--- src/rtl/core/tfb_pkg.sv ---
package tfb_pkg;

    // Field widths
    localparam int unsigned BYTE_W    = 8;
    localparam int unsigned CRC_W     = 16;
    localparam int unsigned HDR_LEN   = 16;
    localparam int unsigned HDR_IDX_W = $clog2(HDR_LEN);

    // Input commands, carried on tuser
    localparam logic CMD_START   = 1'b0;
    localparam logic CMD_PAYLOAD = 1'b1;

    // CRC-16/CCITT-FALSE
    localparam logic [CRC_W-1:0] CRC_INIT = 16'hFFFF;
    localparam logic [CRC_W-1:0] CRC_POLY = 16'h1021;

    // Length codes and the payload lengths they select
    localparam logic [BYTE_W-1:0] LEN_CODE_128 = 8'h1F;
    localparam logic [BYTE_W-1:0] LEN_CODE_255 = 8'h2F;
    localparam logic [BYTE_W-1:0] LEN_128      = 8'd128;
    localparam logic [BYTE_W-1:0] LEN_255      = 8'd255;
    localparam logic [BYTE_W-1:0] LEN_DEFAULT  = 8'd84;

    // Result index of the two CRC bytes after the final payload byte
    localparam logic [HDR_IDX_W-1:0] IDX_CRC_HI = 4'd1;
    localparam logic [HDR_IDX_W-1:0] IDX_CRC_LO = 4'd2;
    localparam logic [HDR_IDX_W-1:0] IDX_HDR_END = 4'(HDR_LEN - 1);

    // What the item being expanded produces
    typedef enum logic [1:0] {
        KIND_HDR,
        KIND_DATA,
        KIND_LAST
    } t_kind;

    // Payload length selected by a length code
    function automatic logic [BYTE_W-1:0] len_decode(input logic [BYTE_W-1:0] code);
        logic [BYTE_W-1:0] len;
        if (code == LEN_CODE_128) begin
            len = LEN_128;
        end else if (code == LEN_CODE_255) begin
            len = LEN_255;
        end else begin
            len = LEN_DEFAULT;
        end
        return len;
    endfunction

    // Header byte at a given position; the length high byte is always zero
    function automatic logic [BYTE_W-1:0] hdr_byte(input logic [HDR_IDX_W-1:0] idx,
                                                   input logic [BYTE_W-1:0]    len);
        logic [BYTE_W-1:0] b;
        case (idx) inside
            4'd0:        b = 8'hD2;
            4'd1:        b = 8'h8C;
            4'd2:        b = 8'h00;
            4'd3:        b = 8'h0A;
            [4'd4:4'd10]: b = 8'hFF;
            4'd11:       b = 8'h00;
            4'd12:       b = 8'h23;
            4'd13:       b = 8'hFF;
            4'd14:       b = 8'h00;
            default:     b = len;
        endcase
        return b;
    endfunction

    // Fold one byte into the CRC, MSB first
    function automatic logic [CRC_W-1:0] crc_fold(input logic [CRC_W-1:0]  crc,
                                                  input logic [BYTE_W-1:0] b);
        logic [CRC_W-1:0] c;
        c = crc ^ {b, 8'h00};
        for (int k = 0; k < BYTE_W; k++) begin
            if (c[CRC_W-1]) begin
                c = {c[CRC_W-2:0], 1'b0} ^ CRC_POLY;
            end else begin
                c = {c[CRC_W-2:0], 1'b0};
            end
        end
        return c;
    endfunction

endpackage

--- src/rtl/core/telemetry_frame_builder_crc16_unit.sv ---
// Channel  Dir  Ports                 tdata (low bit up)            tuser / tlast
// -------  ---  --------------------  ----------------------------  ---------------------------
// s_axis   in   i_s_axis_t*, o_s_*    length_code, payload_byte     tuser: command
// m_axis   out  o_m_axis_t*, i_m_*    frame_byte                    tlast: last_of_run,
//                                                                   tuser: end_of_frame
//
// A new payload byte can be taken every cycle while the output does not stall.
// A start item yields 16 header bytes, a final payload byte itself plus two CRC bytes:
// the single result register drains one frame byte per cycle while not stalled and sets the pace.
// A payload byte with no open frame is taken and dropped.
// Reset (synchronous, active low) clears the CRC to FFFF and closes the frame.
// Output stalls back up through the result register into o_s_axis_tready.
module telemetry_frame_builder_crc16_unit (
    input  logic        i_clk,
    input  logic        i_rst_n,
    input  logic        i_s_axis_tvalid,
    output logic        o_s_axis_tready,
    input  logic [15:0] i_s_axis_tdata,   // [7:0] length_code, [15:8] payload_byte
    input  logic        i_s_axis_tuser,   // [0] command
    output logic        o_m_axis_tvalid,
    input  logic        i_m_axis_tready,
    output logic [7:0]  o_m_axis_tdata,   // [7:0] frame_byte
    output logic        o_m_axis_tlast,   // last_of_run
    output logic        o_m_axis_tuser    // [0] end_of_frame
);

    localparam int unsigned BW = tfb_pkg::BYTE_W;
    localparam int unsigned IW = tfb_pkg::HDR_IDX_W;

    // Frame state
    logic [tfb_pkg::CRC_W-1:0] r_crc,    n_crc;
    logic [BW-1:0]             r_rem,    n_rem;
    logic                      r_active, n_active;

    // Item being expanded into results
    logic                      r_busy,   n_busy;
    tfb_pkg::t_kind            r_kind,   n_kind;
    logic [IW-1:0]             r_idx,    n_idx;
    logic [BW-1:0]             r_byte,   n_byte;
    logic [BW-1:0]             r_len,    n_len;

    // Result register
    logic                      r_ovalid, n_ovalid;
    logic [BW-1:0]             r_odata,  n_odata;
    logic                      r_olast,  n_olast;
    logic                      r_oeof,   n_oeof;

    logic                      w_s_acc;
    logic                      w_load;
    logic [BW-1:0]             w_gen_byte;
    logic                      w_gen_last;
    logic                      w_gen_eof;
    logic [BW-1:0]             w_in_len;
    logic [BW-1:0]             w_in_byte;
    logic [tfb_pkg::CRC_W-1:0] w_crc_fold;
    logic [BW-1:0]             w_rem_dec;

    assign w_in_len  = i_s_axis_tdata[BW-1:0];
    assign w_in_byte = i_s_axis_tdata[2*BW-1:BW];

    // Produce the current result of the held item
    always_comb begin
        w_gen_byte = r_byte;
        w_gen_last = 1'b1;
        w_gen_eof  = 1'b0;
        case (r_kind)
            tfb_pkg::KIND_HDR: begin
                w_gen_byte = tfb_pkg::hdr_byte(r_idx, r_len);
                w_gen_last = (r_idx == tfb_pkg::IDX_HDR_END);
            end
            tfb_pkg::KIND_DATA: begin
                w_gen_byte = r_byte;
                w_gen_last = 1'b1;
            end
            tfb_pkg::KIND_LAST: begin
                if (r_idx == tfb_pkg::IDX_CRC_HI) begin
                    w_gen_byte = r_crc[tfb_pkg::CRC_W-1:BW];
                    w_gen_last = 1'b0;
                end else if (r_idx == tfb_pkg::IDX_CRC_LO) begin
                    w_gen_byte = r_crc[BW-1:0];
                    w_gen_last = 1'b1;
                    w_gen_eof  = 1'b1;
                end else begin
                    w_gen_byte = r_byte;
                    w_gen_last = 1'b0;
                end
            end
            default: begin
                w_gen_byte = r_byte;
                w_gen_last = 1'b1;
            end
        endcase
    end

    // Handshakes: load the result register when it is empty or draining
    assign w_load          = r_busy && (!r_ovalid || i_m_axis_tready);
    assign o_s_axis_tready = !r_busy || (w_load && w_gen_last);
    assign w_s_acc         = i_s_axis_tvalid && o_s_axis_tready;

    assign w_crc_fold = tfb_pkg::crc_fold(r_crc, w_in_byte);
    assign w_rem_dec  = r_rem - BW'(1);

    // Next state of frame, expander and result register
    always_comb begin
        n_crc    = r_crc;
        n_rem    = r_rem;
        n_active = r_active;
        n_busy   = r_busy;
        n_kind   = r_kind;
        n_idx    = r_idx;
        n_byte   = r_byte;
        n_len    = r_len;
        n_ovalid = r_ovalid;
        n_odata  = r_odata;
        n_olast  = r_olast;
        n_oeof   = r_oeof;

        // Drain the result register
        if (r_ovalid && i_m_axis_tready) begin
            n_ovalid = 1'b0;
        end

        // Advance the expander
        if (w_load) begin
            n_ovalid = 1'b1;
            n_odata  = w_gen_byte;
            n_olast  = w_gen_last;
            n_oeof   = w_gen_eof;
            n_idx    = r_idx + IW'(1);
            if (w_gen_last) begin
                n_busy = 1'b0;
            end
        end

        // Take a new item
        if (w_s_acc) begin
            n_idx  = '0;
            n_byte = w_in_byte;
            if (i_s_axis_tuser == tfb_pkg::CMD_START) begin
                n_len    = tfb_pkg::len_decode(w_in_len);
                n_crc    = tfb_pkg::CRC_INIT;
                n_rem    = n_len;
                n_active = 1'b1;
                n_busy   = 1'b1;
                n_kind   = tfb_pkg::KIND_HDR;
            end else if (r_active) begin
                n_crc  = w_crc_fold;
                n_rem  = w_rem_dec;
                n_busy = 1'b1;
                if (w_rem_dec == '0) begin
                    n_active = 1'b0;
                    n_kind   = tfb_pkg::KIND_LAST;
                end else begin
                    n_kind   = tfb_pkg::KIND_DATA;
                end
            end
        end
    end

    // Control registers
    always_ff @(posedge i_clk) begin
        if (!i_rst_n) begin
            r_crc    <= tfb_pkg::CRC_INIT;
            r_rem    <= '0;
            r_active <= 1'b0;
            r_busy   <= 1'b0;
            r_ovalid <= 1'b0;
            r_kind   <= tfb_pkg::KIND_DATA;
            r_idx    <= '0;
        end else begin
            r_crc    <= n_crc;
            r_rem    <= n_rem;
            r_active <= n_active;
            r_busy   <= n_busy;
            r_ovalid <= n_ovalid;
            r_kind   <= n_kind;
            r_idx    <= n_idx;
        end
    end

    // Payload registers
    always_ff @(posedge i_clk) begin
        r_byte  <= n_byte;
        r_len   <= n_len;
        r_odata <= n_odata;
        r_olast <= n_olast;
        r_oeof  <= n_oeof;
    end

    assign o_m_axis_tvalid = r_ovalid;
    assign o_m_axis_tdata  = r_odata;
    assign o_m_axis_tlast  = r_olast;
    assign o_m_axis_tuser  = r_oeof;

`ifndef SYNTHESIS
    // An open frame always has payload bytes still expected
    a_active_rem: assert property (@(posedge i_clk) disable iff (!i_rst_n)
        r_active |-> (r_rem != '0))
        else $error("open frame with no payload bytes left");

    // End of frame is always the last result of its item
    a_eof_last: assert property (@(posedge i_clk) disable iff (!i_rst_n)
        (o_m_axis_tvalid && o_m_axis_tuser) |-> o_m_axis_tlast)
        else $error("end of frame without tlast");

    // The final payload byte closes the frame
    a_close: assert property (@(posedge i_clk) disable iff (!i_rst_n)
        (w_s_acc && (i_s_axis_tuser == tfb_pkg::CMD_PAYLOAD) && r_active
         && (r_rem == BW'(1))) |=> (!r_active && r_busy && (r_kind == tfb_pkg::KIND_LAST)))
        else $error("final payload byte did not close the frame");

    // A closing item never runs past the low CRC byte
    a_last_idx: assert property (@(posedge i_clk) disable iff (!i_rst_n)
        (r_busy && (r_kind == tfb_pkg::KIND_LAST)) |-> (r_idx <= tfb_pkg::IDX_CRC_LO))
        else $error("closing item index out of range");

    // A start restarts the CRC
    a_start_crc: assert property (@(posedge i_clk) disable iff (!i_rst_n)
        (w_s_acc && (i_s_axis_tuser == tfb_pkg::CMD_START))
        |=> (r_crc == tfb_pkg::CRC_INIT && r_active))
        else $error("start did not reset the CRC");
`endif

endmodule
--- config.mk ---
export PLATFORM = sky130hd
export DESIGN_NAME = telemetry_frame_builder_crc16_unit
export DESIGN_NICKNAME = d
export VERILOG_FILES = /design/src/rtl/core/tfb_pkg.sv /design/src/rtl/core/telemetry_frame_builder_crc16_unit.sv
export SDC_FILE = /design/constraint.sdc
export NUM_CORES = 1
export LEC_CHECK = 0
export BUFFER_PORTS_ARGS = -buffer_cell sky130_fd_sc_hd__buf_2
export CORE_MARGIN = 2
export CORE_UTILIZATION = 45
export DETAILED_ROUTE_END_ITERATION = 12
export PLACE_DENSITY = 0.67
export SLEW_MARGIN = 20
export SYNTH_ARGS = -nofsm -noshare
export SYNTH_HDL_FRONTEND = slang
export SYNTH_SLANG_ARGS = --single-unit
--- constraint.sdc ---
create_clock -name i_clk -period 2.9 [get_ports i_clk]
set_input_delay 0.435 -clock i_clk [delete_from_list [all_inputs] [get_ports i_clk]]
set_output_delay 0.435 -clock i_clk [all_outputs]
set_load 0.01 [all_outputs]
==> impl_results.md <==
* Status: completed
* Total wire length at 7370 microns
* Area leader, netlist: dfxtp_1
* CTS Buf Count at 5
* Final Skew at 0.00678 ns
* Buffer count from post-CTS setup fixing at 0
* Core area at 6790 sq um
* RR Startpoint: r_idx[1]$_SDFFE_PP0P_
* Antenna Nets Post-Route at 0
* Die width at 88.0 microns
* Area Overhead vs Synth at 10.2%
* Crit-path max FO at 20
* Hold Vio Cnt, Final at 0
* Hold EP: r_byte[0]$_DFFE_PP_
* Peak Freq at 391 MHz
* Drt via density at 5.59
* Yosys top cell area share at 20.8%
* Ports at 33
* Crit path time final at 2.56 ns
* Fin crit share at 88.3%
* Sequential share of power at 53.8%
* Max cap viols at 0
* Mean post-synth cell area at 8.53 sq um
* Max clock buf depth at 2
* DP HPWL at 5380 microns
* Crit start category: flop
* Hold Path Stages at 1
* Clock Sinks at 54
* Port buffer count at 32
* Initial Util at 46.7%
* Iteration-0 DRC Markers at 153
* Area of the die at 7740 sq um
* Largest net degree at the start of global routing at 28
* Synth warn at 0
* Final #Nets at 420
* Setup Crit Path Kind: flop to flop
* Post-route DRC at 0
* CTS root buffer: clkbuf_8
* Pwr Total at 0.00163 W
* Diodes inserted at 0
* Final setup fails at 0
* Final Max Tran Viols at 0
* Drt pass-1 iters at 4
* Die Ht at 88.0 microns
* H-tree levels at 2
* Worst Setup End Kind: flop
* Psw at 0.000466 W
* Netlist Area Pre-Place at 3170 sq um
* Synth cell types at 61
* IR drop worst, VDD at 0.000222 V
* Reg2reg setup slack at 0.34 ns
* Fraction of layout cells with a size suffix above 1 at 14.5%
* Total GRT Usage at 20.1%
* CTS tree: yes
* Mapped Nets at 399
* Hold-fix buffers, CTS at 0
* Terminus of the critical flop-to-flop path: r_crc[4]$_SDFFE_PN1P_
* Worst Path Required at 3.14 ns
* Gr ovfl total at 0
* Initial antenna violation count at 0
* Post-synth EDFFs at 21
* Comb power frac at 18.7%
* Register area share after synthesis at 40.7%
* Hold Startpoint: i_s_axis_tdata[8]
* Worst r2r path cells at 8
* Worst-Margin Slew at 0.673 ns
* #FFs+latches synth at 54
* Total Neg Setup Slack at 0 ns
* PD cells at 465 nW/um^2
* Synth Instances at 372
* PostCTS Resize Cnt at 0
* Main synth FF type: dfxtp_1
* Clk_lat worst skew at 0.30 ns
* Vias in the first global route at 2460
* Synth top area cells: dfxtp_1 (21%), edfxtp_1 (20%), xnor2_1 (5.2%)
* Pleak at 1.29 nW
* # rows at 30
* Slew margin rel. at 54.0%
* Layout fillers at 652
* Gpl congestion at 0.879
* Int Power at 0.00116 W
* Clock power frac at 27.5%
* Ys async rst share at 0%
* Avg WL per Cell at 15.0 microns
* Switching fraction of total power at 28.6%
* Vias at 2740
* First-pass GRT wire length at 12400 microns
* Hold Path Class: primary input to flop
* Arr. time, crit path at 2.81 ns
* Setup repair after global routing missed its margin: no
* Reg clk slew, reported paths at 0.10 ns
[logic make-up after synthesis]
| group | synth area share (%) |
|---|---|
| xor gates and xnor gates | 7.45 |
| adders and majority gates | 2.36 |
| and+or+nand+nor | 21.2 |
| AOI/OAI and AO/OA | 22.6 |
| muxes | 0.315 |
| buffers and inverters | 5.44 |
| DFF | 40.7 |
[registers in the layout, summed over array words and instances, names as in the netlist]
register	flops
r_kind	2
o_m_axis_tvalid	1
r_busy	1
o_m_axis_tuser	1
o_m_axis_tlast	1
r_crc	16
r_idx	4
r_byte	8
r_rem	8
o_m_axis_tdata	8
r_len	3
r_active	1
[cells in the final DEF (no fill, tap or decap), types with 6 or more instances in the layout]
cell	synthesis	final
nand3_1	7	7
inv_1	15	15
o22ai_1	10	10
o21ai_1	6	6
nand2_1	33	33
xnor2_1	19	19
o21ai_0	18	18
clkbuf_8	0	6
nor2_1	43	43
dfxtp_1	33	33
buf_2	3	32
ha_1	6	6
buf_4	1	8
o21a_1	6	6
nand4_1	6	6
edfxtp_1	21	21
and3_1	6	6
nor3_1	11	11
nand2b_1	7	7
xor2_1	8	8
a21oi_1	23	23
[routing by layer]
metal	up-vias	part of all wire [%]	global-route usage [%]
met1	1280	47	29.1
met3	6	4.7	2.92
met4	0	0.96	5.03
li1	1389	-	-
met5	-	0	0
met2	65	47	31.6
[stage by stage]
| step | util, % | hold slack (ns) | setup slack, ns | instance area, sq um | cells |
|---|---|---|---|---|---|
| after floorplan | - | 0.496 | 0.634 | 3170 | 372 |
| after global placement | 50.1 | 0.530 | 0.400 | 3400 | 482 |
| after detailed placement | 50.1 | 0.529 | 0.364 | 3400 | 482 |
| after CTS | 51.5 | 0.318 | 0.341 | 3500 | 490 |
| after global routing | 51.5 | 0.315 | 0.149 | 3500 | 490 |
| final | 51.5 | 0.327 | 0.339 | 3500 | 490 |
[worst max path at each step]
stage / startpoint / to / slack (ns) / cells past startpoint
6_report: r_idx[1]$_SDFFE_PP0P_ / r_crc[4]$_SDFFE_PN1P_ / 0.34 / 8
5_1_grt: r_idx[1]$_SDFFE_PP0P_ / r_crc[15]$_SDFFE_PN1P_ / 0.15 / 8
4_1_cts: r_idx[1]$_SDFFE_PP0P_ / r_crc[4]$_SDFFE_PN1P_ / 0.34 / 8
3_5_place_dp: r_idx[1]$_SDFFE_PP0P_ / r_crc[4]$_SDFFE_PN1P_ / 0.36 / 8
3_3_place_gp: r_idx[1]$_SDFFE_PP0P_ / r_crc[4]$_SDFFE_PN1P_ / 0.40 / 8
2_1_floorplan: r_idx[1]$_SDFFE_PP0P_ / r_rem[3]$_SDFFE_PN0P_ / 0.63 / 8
[Yosys cell counts (2+ instances only)]
master	instances
nand3_1	7
a2111oi_0	2
o31ai_1	2
xnor2_1	19
nor3_1	11
o21ai_0	18
nand4b_1	2
nand2b_1	7
nor4_1	4
inv_1	15
nand2_1	33
a22oi_1	3
o221a_2	2
o2111ai_1	2
nor3b_1	4
o32ai_1	2
and3_1	6
a211oi_1	3
a21boi_0	4
o21ai_1	6
xor2_1	8
o21a_1	6
o21bai_1	2
o22ai_1	10
a31oi_1	4
buf_1	2
nor2b_1	3
o221ai_1	3
edfxtp_1	21
or2_2	2
clkbuf_1	19
dfxtp_1	33
and2_1	3
nand4_1	6
nor2_1	43
a21oi_1	23
buf_2	3
ha_1	6
[worst max-delay path, stage by stage, from the launching register on]
cell and delay (ns):
dfxtp_1 0.41, inv_1 0.09, ha_1 0.20, or4b_4 0.53
o2111ai_4 0.29, and2_1 0.56, buf_4 0.26, nor2_1 0.05
o21ai_1 0.11
[power groups by stage]
stage | sequential [W] | combinational [W] | clock, W
floorplan | 0.000875 | 0.000236 | 0
detailed placement | 0.000892 | 0.000302 | 0
CTS | 0.000875 | 0.000304 | 0.000462
global placement | 0.000891 | 0.000299 | 0
finish | 0.000876 | 0.000304 | 0.000448
global route | 0.000882 | 0.000342 | 0.000489
[cell type report]
cell class	instances	area (sq um)	share of cell area (%)
Multi-Input combinational cell	276	1710	48.9
Inverter	16	60.1	1.72
Clock inverter	2	15.0	0.429
Clock buffer	6	82.6	2.36
Tap cell	96	120	3.43
Sequential cell	54	1290	36.9
Timing Repair Buffer	40	220	6.29
Note: power is estimated with default switching activity, not from simulation.
